--- config.mk ---
export PLATFORM = sky130hd
export DESIGN_NAME = qrs_fifo
export DESIGN_NICKNAME = d
export VERILOG_FILES = /design/src/sv/qrs_fifo.sv
export SDC_FILE = /design/constraint.sdc
export NUM_CORES = 1
export LEC_CHECK = 0
export BUFFER_PORTS_ARGS = -buffer_cell sky130_fd_sc_hd__buf_2
export CORE_ASPECT_RATIO = 0.5
export CORE_MARGIN = 2
export CORE_UTILIZATION = 45
export CTS_CLUSTER_DIAMETER = 120
export DETAILED_ROUTE_END_ITERATION = 16
export PLACE_DENSITY = 0.65
export SLEW_MARGIN = 40
export SYNTH_ARGS = -nofsm -noshare
export SYNTH_HDL_FRONTEND = slang
export SYNTH_SLANG_ARGS = --single-unit
--- constraint.sdc ---
create_clock -name clk -period 2.54 [get_ports clk]
set_input_delay 0.254 -clock clk [delete_from_list [all_inputs] [get_ports clk]]
set_output_delay 0.254 -clock clk [all_outputs]
set_load 0.02 [all_outputs]
--- src/sv/qrs_fifo.sv ---
// Short queue that decouples the front part from the back part.
module qrs_fifo #(
	parameter int unsigned WIDTH = 8,
	parameter int unsigned DEPTH = 4
) (
	input  logic             clk,
	input  logic             arst_n,
	input  logic             in_valid,
	output logic             in_ready,
	input  logic [WIDTH-1:0] in_data,
	output logic             out_valid,
	input  logic             out_ready,
	output logic [WIDTH-1:0] out_data
);
	localparam int unsigned AW = (DEPTH > 1) ? $clog2(DEPTH) : 1;
	logic [WIDTH-1:0] mem_q [DEPTH];
	logic [AW-1:0] wr_q, rd_q;
	logic [AW:0] cnt_q;
	logic push, pop;

	assign in_ready = (cnt_q != (AW+1)'(DEPTH)) || out_ready;
	assign out_valid = (cnt_q != '0);
	assign out_data = mem_q[rd_q];
	assign push = in_valid && in_ready;
	assign pop = out_valid && out_ready;

	always_ff @(posedge clk or negedge arst_n) begin
		if (!arst_n) begin
			wr_q <= '0;
			rd_q <= '0;
			cnt_q <= '0;
		end else begin
			if (push) begin
				wr_q <= (wr_q == AW'(DEPTH-1)) ? '0 : wr_q + 1'b1;
			end
			if (pop) begin
				rd_q <= (rd_q == AW'(DEPTH-1)) ? '0 : rd_q + 1'b1;
			end
			cnt_q <= cnt_q + (AW+1)'(push) - (AW+1)'(pop);
		end
	end

	always_ff @(posedge clk) begin
		if (push) begin
			mem_q[wr_q] <= in_data;
		end
	end
endmodule

==> results of run 1 <==
layout by cell type (no fill, tap or decap), types with 4 or more instances in the layout:
cell / instances
sky130_fd_sc_hd__and3_1: 4
sky130_fd_sc_hd__edfxtp_1: 32
sky130_fd_sc_hd__inv_1: 7
sky130_fd_sc_hd__mux4_2: 8
sky130_fd_sc_hd__ha_1: 7
sky130_fd_sc_hd__buf_2: 21
sky130_fd_sc_hd__dfrtp_1: 6
sky130_fd_sc_hd__clkbuf_8: 5
cell type report:
type                       instances  area (µm²)  share of cell area [%]
inverter                           7       26.28                   1.416
timing repair buffer              23       122.6                   6.608
clock inverter                     2       12.51                  0.6743
tap                               51       63.81                   3.439
clock buffer                       6       72.57                   3.911
multi-input combinational         34       420.4                   22.66
sequential                        39        1137                   61.29
metal layers:
layer | wire [µm] | GRT usage [%] | vias to the layer above
li1 | - | - | 366
met1 | 1191 | 18.92 | 400
met2 | 1104 | 20.76 | 17
met3 | 95 | 6.631 | 0
met4 | 0 | 4.545 | 0
met5 | 0 | 0 | -
through the flow:
step | setup slack [ns] | util, %
2_1_floorplan | 0.04596 | -
3_3_place_gp | 0.1390 | 51.39
3_5_place_dp | 0.09714 | 51.39
4_1_cts | 0.07130 | 54.18
5_1_grt | -0.006630 | 54.32
6_report | 0.09591 | 54.32
kinds of logic after synthesis:
group | count (synthesis) | share of synthesized area [%]
fa+ha+maj | 8 | 6.755
xor+xnor | 2 | 1.100
compound gates | 2 | 1.100
buf+inv | 10 | 2.514
flops | 39 | 71.33
simple gates | 12 | 4.478
mux | 10 | 12.73
state kept, by name, indices dropped and copies added (netlist names):
register,flops
rd_q,2
cnt_q,3
wr_q,2
mem_q,32
power by group through the flow:
stage               logic [mW]  registers (mW)  clock network, mW
floorplan                0.580           0.921                  0
global placement         0.684            1.00                  0
detailed placement       0.690            1.01                  0
CTS                      0.693           0.997              0.402
global route             0.766            1.02              0.434
finish                   0.686           0.994              0.393
final timing paths:
kind	to	startpoint	slack, ns
max	cnt_q[2]	cnt_q[1]	0.1
min in group asynchronous	cnt_q[0]	arst_n	0.33
max in group asynchronous	cnt_q[1]	arst_n	2.04
min	mem_q[1][5]	in_data[5]	0.19
min reg2reg	cnt_q[2]	cnt_q[2]	0.51
max reg2reg	cnt_q[2]	cnt_q[1]	0.1
worst reg2reg max path: stages, from the launching register on:
cell and delay, ns:
sky130_fd_sc_hd__dfrtp_2 0.44, sky130_fd_sc_hd__or4b_4 0.55, sky130_fd_sc_hd__and2_4 0.19, sky130_fd_sc_hd__inv_1 0.05
sky130_fd_sc_hd__ha_1 0.22, sky130_fd_sc_hd__inv_1 0.06, sky130_fd_sc_hd__ha_1 0.13, sky130_fd_sc_hd__inv_1 0.05
sky130_fd_sc_hd__fa_1 0.38, sky130_fd_sc_hd__xnor2_1 0.18, sky130_fd_sc_hd__xnor2_1 0.13
timing repair:
action / 4_1_cts / 5_1_grt
endpoints found under the hold margin: 7 / 0
gates resized for setup: 0 / 2
hold buffers: 1 / 0
setup endpoints to repair: 0 / 1
==> reports/metrics.cfg, run 1 <==
[placement]
place.port_buffers = 21
placedInstanceArea_mm2 = 0.001755
post-place-cells = 153
routabilityCongestion = 0.6644

[hold_path]
timing.hold.worst_path_depth = 1
min_path_type = in -> reg

[global_routing]
grt-ovfl-total = 0
grt_pass1_wl_um = 3850
number_of_global_route_vias_before_repair = 784
grtUsageTotal_pct = 14.09
grt_start_max_net_pins = 13
initial_antenna_violation_count = 0

[synthesis]
synth_top_cells_by_area = sky130_fd_sc_hd__edfxtp_1 (60%), sky130_fd_sc_hd__mux4_2 (11%), sky130_fd_sc_hd__dfrtp_1 (11%), sky130_fd_sc_hd__ha_1 (5.5%), sky130_fd_sc_hd__inv_1 (1.6%)
prevailing_post_synth_register_cell = sky130_fd_sc_hd__edfxtp_1
post_synth_num_cell_types = 18
synthesis.yosys.warnings = 0
ys_async_sr_fraction_pct = 17.95
synth.cell_area_mm2 = 0.001593
synth_nets = 103
syn_avg_cell_area_um2 = 19.19
postSynthRegisterBits = 39
synth_sequential_area_ratio_pct = 71.33
synth_top_area_share_pct = 60.33
leading_post_synthesis_cells_by_instance_count = sky130_fd_sc_hd__edfxtp_1 (32), sky130_fd_sc_hd__mux4_2 (8), sky130_fd_sc_hd__dfrtp_1 (7), sky130_fd_sc_hd__ha_1 (7), sky130_fd_sc_hd__inv_1 (7)
post_synth_inst_count = 83
yosysTopAreaCell = sky130_fd_sc_hd__edfxtp_1
yosysMostFrequentCell = sky130_fd_sc_hd__edfxtp_1
synth_enable_flop_cells = 32

[sta]
slew-limit-headroom_pct = 61.25
final_hold_violating_endpoints = 0
fin_hold_ws_ns = 0.1852
report.final.setup_viol = 0
min_period_over_period_pct = 96.22
period_minus_ws_final_ns = 2.444
clock.fmax_mhz = 409.2
setup_total_negative_slack_ns = 0
worst-slew-pin-transition_ns = 0.5813
finalClockSkew_ns = 0.004181
timing.final.max_slew_violations = 0

[setup_path]
path_depth = 10
worstRegToRegCells = 10
worstSetupPathType = reg -> reg
critical_path.slowest_cell = sky130_fd_sc_hd__or4b_4
cp_common_cell = sky130_fd_sc_hd__inv_1
critPathArrivalTime_ns = 2.65
worstPathMaxFanout = 4
cp_num_buf_inv = 3
worstSetupEndpointType = flip-flop
cp_top_family = simple AND/OR/NAND/NOR gates
worst_ep_required_time_ns = 2.75
critical_path.max_stage_delay_ns = 0.55
critPathLaunchType = flip-flop
path_cells = or4b_4 -> and2_4 -> inv_1 -> ha_1 -> inv_1 -> ha_1 -> inv_1 -> fa_1 -> xnor2_1 -> xnor2_1

[status]
status = completed

[route]
drc_errors = 0
post_drt_via_cell_ratio = 4.833
first_pass_iters = 4
vias = 783
drt-wirelength-per-cell_um = 14.77
drt-total-wl_um = 2392
first_iter_violations = 34
ant_nets = 0

[cts]
cts.sink_count = 39
cts.htree.levels = 2
clk_path_buf_depth = 2
clockRootBuffer = sky130_fd_sc_hd__clkbuf_8
cts.reportedPaths.clkPinSlew_ns = 0.07
setup_fix_buffers_added_after_clock_tree_synthesis = 0
cts_tree = yes
cts_inserted_buffers = 5
clock_latency_of_the_later_clocked_register_in_the_worst_skew_pair_ns = 0.28

[finish]
layout-drive-gt1-share_pct = 39.64
number_of_nets_in_the_final_layout = 130
insertedDiodeCount = 0
post_layout_nonfiller_instances = 162
final.fill_count = 284
areaGrowthSynthToFinish_pct = 16.50
final_area_mm2 = 0.001856

[die]
placementRows = 15
num_io_pins = 22
die_x_um = 88.14
core_mm2 = 0.003416
die_extent_in_y_um = 46.07
floorplan.die_area_mm2 = 0.004060
initial_utilization_pct = 46.63

[power]
proportion_of_power_drawn_by_combinational_gates_pct = 33.1
clkPwrFrac_pct = 19.0
total_power_mw = 2.073
power_switching_mw = 0.6845
cellLeakagePower_nw = 0.7115
p_int_mw = 1.388
power.ir.vdd_worst_mv = 0.5207
pwr-share-seq_pct = 48.0
p_per_area_mw_per_mm2 = 1117
switching_share_pct = 33.02

[job]
number_of_violations_of_the_max_capacitance_limit = 0

No activity file was read; power rests on OpenSTA's default activity.
==> run 2: changes to the inputs <==
--- a/config.mk
+++ b/config.mk
@@ -5,6 +5,7 @@
 export SDC_FILE = /design/constraint.sdc
 export NUM_CORES = 1
 export LEC_CHECK = 0
+export ABC_AREA = 1
 export BUFFER_PORTS_ARGS = -buffer_cell sky130_fd_sc_hd__buf_2
 export CORE_ASPECT_RATIO = 0.5
 export CORE_MARGIN = 2
==> reports/metrics.cfg, run 2 <==
[finish]
layout-drive-gt1-share_pct = 21.91  ; was 39.64%
largest_register_ffs = 32  ; unchanged
number_of_nets_in_the_final_layout = 197  ; was 130
registers.top_by_ff_count = mem_q  ; unchanged
insertedDiodeCount = 0  ; unchanged
layout.cells.most_common_list = sky130_fd_sc_hd__edfxtp_1 (32), sky130_fd_sc_hd__nand2_1 (29), sky130_fd_sc_hd__inv_1 (27)  ; was sky130_fd_sc_hd__edfxtp_1 (32), sky130_fd_sc_hd__buf_2 (21), sky130_fd_sc_hd__mux4_2 (8)
top_regs = mem_q (32), cnt_q (3)  ; unchanged
areaGrowthSynthToFinish_pct = 15.68  ; was 16.50%
final.fill_count = 304  ; was 284
layout_commonest_cell = sky130_fd_sc_hd__edfxtp_1  ; unchanged
utilization_pct = 56.42  ; was 54.32%

[die]
floorplan.die_area_mm2 = 0.004408  ; was 0.004060 mm²
die_x_um = 91.92  ; was 88.14 µm
die_extent_in_y_um = 47.96  ; was 46.07 µm
initial_utilization_pct = 48.77  ; was 46.63%
core_mm2 = 0.003566  ; was 0.003416 mm²
num_io_pins = 22  ; unchanged
placementRows = 15  ; unchanged

[sta]
finalClockSkew_ns = 0.004721  ; was 0.004181 ns
slew-limit-headroom_pct = 59.41  ; was 61.25%
setup_total_negative_slack_ns = 0  ; unchanged
period_minus_ws_final_ns = 2.000  ; was 2.444 ns
grt_setup_unrepaired = no
min_period_over_period_pct = 78.76  ; was 96.22%
clock.fmax_mhz = 499.9  ; was 409.2 MHz
fin_hold_ws_ns = 0.1754  ; was 0.1852 ns
final_hold_violating_endpoints = 0  ; unchanged
finalWorstSetupSlack_ns = 0.5396  ; was 0.09591 ns
timing.final.max_slew_violations = 0  ; unchanged
worst-slew-pin-transition_ns = 0.6089  ; was 0.5813 ns
report.final.setup_viol = 0  ; unchanged

[placement]
dp_hpwl_um = 1729
post-place-ws_ns = 0.5447  ; was 0.09714 ns
routabilityCongestion = 0.7338  ; was 0.6644
place.port_buffers = 21  ; unchanged

[status]
status = completed  ; unchanged

[cts]
cts.sink_count = 39  ; unchanged
clockRootBuffer = sky130_fd_sc_hd__clkbuf_8  ; unchanged
setup_fix_buffers_added_after_clock_tree_synthesis = 0  ; unchanged
cts.htree.levels = 2  ; unchanged
clk_path_buf_depth = 2  ; unchanged
cts_repair_resize_count = 0  ; unchanged
clock_latency_of_the_later_clocked_register_in_the_worst_skew_pair_ns = 0.29  ; was 0.28 ns
cts.reportedPaths.clkPinSlew_ns = 0.07  ; about the same
cts_tree = yes  ; unchanged
cts_inserted_buffers = 5  ; unchanged

[route]
post_drt_via_cell_ratio = 4.541  ; was 4.833
drc_errors = 0  ; unchanged
first_pass_iters = 4  ; unchanged
drt-wirelength-per-cell_um = 11.22  ; was 14.77 µm
first_iter_violations = 86  ; was 34
drt-total-wl_um = 2570  ; was 2392 µm
ant_nets = 0  ; unchanged
vias = 1040  ; was 783

[power]
cellLeakagePower_nw = 0.8848  ; was 0.7115 nW
power.ir.vdd_worst_mv = 0.5267  ; was 0.5207 mV
p_per_area_mw_per_mm2 = 1145  ; was 1117 mW/mm²
total_power_mw = 2.303  ; was 2.073 mW

[synthesis]
synth_nets = 170  ; was 103
yosysMostFrequentCell = sky130_fd_sc_hd__edfxtp_1  ; unchanged
syn_avg_cell_area_um2 = 11.59  ; was 19.19 µm²
post_synth_inst_count = 150  ; was 83
prevailing_post_synth_register_cell = sky130_fd_sc_hd__edfxtp_1  ; unchanged
synth_top_area_share_pct = 55.25  ; was 60.33%
synth_top_cells_by_area = sky130_fd_sc_hd__edfxtp_1 (55%), sky130_fd_sc_hd__dfrtp_1 (10%), sky130_fd_sc_hd__nand2_1 (6.3%), sky130_fd_sc_hd__inv_1 (5.8%), sky130_fd_sc_hd__ha_1 (5.0%)  ; was sky130_fd_sc_hd__edfxtp_1 (60%), sky130_fd_sc_hd__mux4_2 (11%), sky130_fd_sc_hd__dfrtp_1 (11%), sky130_fd_sc_hd__ha_1 (5.5%), sky130_fd_sc_hd__inv_1 (1.6%)
postSynthRegisterBits = 39  ; unchanged
synth_sequential_area_ratio_pct = 65.32  ; was 71.33%
synth_enable_flop_cells = 32  ; unchanged
leading_post_synthesis_cells_by_instance_count = sky130_fd_sc_hd__edfxtp_1 (32), sky130_fd_sc_hd__nand2_1 (29), sky130_fd_sc_hd__inv_1 (27)  ; was sky130_fd_sc_hd__edfxtp_1 (32), sky130_fd_sc_hd__mux4_2 (8), sky130_fd_sc_hd__dfrtp_1 (7), sky130_fd_sc_hd__ha_1 (7), sky130_fd_sc_hd__inv_1 (7)
post_synth_num_cell_types = 20  ; was 18
yosysTopAreaCell = sky130_fd_sc_hd__edfxtp_1  ; unchanged
synthesis.yosys.warnings = 0  ; unchanged
synth.cell_area_mm2 = 0.001739  ; was 0.001593 mm²
ys_async_sr_fraction_pct = 17.95  ; unchanged

[setup_path]
worstSetupPathType = reg -> reg  ; unchanged
critPathLaunchType = flip-flop  ; unchanged
cp_num_buf_inv = 4  ; was 3
rr_startpoint = cnt_q[1]  ; unchanged
path_cells = nor2_2 -> nand2_1 -> nand2_1 -> inv_1 -> ha_1 -> inv_1 -> ha_1 -> inv_1 -> fa_1 -> inv_1  ; was or4b_4 -> and2_4 -> inv_1 -> ha_1 -> inv_1 -> ha_1 -> inv_1 -> fa_1 -> xnor2_1 -> xnor2_1
critPathArrivalTime_ns = 2.18  ; was 2.65 ns
critical_path.startpoint = cnt_q[1]  ; unchanged
worstPathMaxFanout = 4  ; unchanged
critical_path.max_stage_delay_ns = 0.47  ; was 0.55 ns
cp_common_cell = sky130_fd_sc_hd__inv_1  ; unchanged
cp_top_family = adder cells  ; was simple AND/OR/NAND/NOR gates
critical_path.slowest_cell = sky130_fd_sc_hd__fa_1  ; was sky130_fd_sc_hd__or4b_4
worst_ep_required_time_ns = 2.72  ; was 2.75 ns
worstSetupEndpointType = flip-flop  ; unchanged

[global_routing]
grt_pass1_wl_um = 4326  ; was 3850 µm
initial_antenna_violation_count = 0  ; unchanged
grtUsageTotal_pct = 13.68  ; was 14.09%
number_of_global_route_vias_before_repair = 1010  ; was 784
grt_start_max_net_pins = 33  ; was 13
grt-ovfl-total = 0  ; unchanged

[hold_path]
timing.hold.worst.start = in_data[0]  ; was in_data[5]
min_path_type = in -> reg  ; unchanged

[job]
number_of_violations_of_the_max_capacitance_limit = 0  ; unchanged

## run 2: cell count changes after synthesis, moves of 3 or more
cell	previous run	this run
sky130_fd_sc_hd__nand2_1	1	29
sky130_fd_sc_hd__inv_1	7	27
sky130_fd_sc_hd__a21oi_1	0	8
sky130_fd_sc_hd__mux4_2	8	0
sky130_fd_sc_hd__o211ai_1	0	8
sky130_fd_sc_hd__o21ai_0	0	8
sky130_fd_sc_hd__and3_1	4	0
sky130_fd_sc_hd__nor2_1	2	6
sky130_fd_sc_hd__buf_6	0	3
## run 2: what timing repair did
| action | CTS | global route |
|---|---|---|
| hold buffers | 1 | 0 |
| endpoints found under the hold margin | 7 | 0 |
| setup endpoints to repair | 0 | 0 |
## run 2: worst paths after layout
| kind | endpoint | slack [ns] | depth (start not counted) |
|---|---|---|---|
| min in group asynchronous | wr_q[1] | 0.33 | 2 |
| max reg2reg | cnt_q[1] | 0.54 | 10 |
| min | mem_q[0][0] | 0.18 | 1 |
| min reg2reg | cnt_q[0] | 0.53 | 1 |
| max | cnt_q[1] | 0.54 | 10 |
| max in group asynchronous | rd_q[0] | 2.06 | 2 |
## run 2: per-layer routing
metal  routed length, µm  track usage, %  share of wire [%]  vias to the layer above
li1                    -               -                  -                      542
met1                1153           15.20                 45                      478
met2                1263           25.15                 49                       20
met3                 153           5.984                6.0                        0
met4                   0           4.478                  0                        0
met5                   0               0                  0                        -
## run 2: area by class of cell
type	count	area [µm²]	share of cell area, %
clock buffers	5	68.82	3.420
multi-input cells	77	449.2	22.33
inverters	28	105.1	5.224
well taps	51	63.81	3.172
flip-flops and latches	39	1136	56.47
clock inverters	3	43.79	2.177
repair buffers	26	145.1	7.214
## run 2: cell families after synthesis
logic type | count (synthesis) | synth area share (%)
simple gates | 43 | 10.43
buf+inv | 34 | 8.993
flops | 39 | 65.32
compound gates | 24 | 8.058
fa+ha+maj | 8 | 6.187
xor+xnor | 2 | 1.007
## run 2: where the power goes
part           internal, mW  leakage, nW  total, mW  switching (mW)
registers             0.857        0.378      0.974           0.117
logic                 0.305        0.449      0.830           0.525
clock network         0.292       0.0581      0.498           0.206
total                  1.45        0.885       2.30           0.848
## run 2: worst reg2reg max path, stage by stage (launching register included)
cell and delay (ns):
sky130_fd_sc_hd__dfrtp_1 0.45, sky130_fd_sc_hd__nor2_2 0.17, sky130_fd_sc_hd__nand2_1 0.11, sky130_fd_sc_hd__nand2_1 0.12, sky130_fd_sc_hd__inv_1 0.06, sky130_fd_sc_hd__ha_1 0.26, sky130_fd_sc_hd__inv_1 0.06, sky130_fd_sc_hd__ha_1 0.13
sky130_fd_sc_hd__inv_1 0.05, sky130_fd_sc_hd__fa_1 0.47, sky130_fd_sc_hd__inv_1 0.04
## run 2: metrics by stage
step,std cells,instance area [µm²]
after floorplan,150,1739
final,229,2012
after CTS,229,2009
after detailed placement,220,1887
after global routing,229,2012
after global placement,220,1887
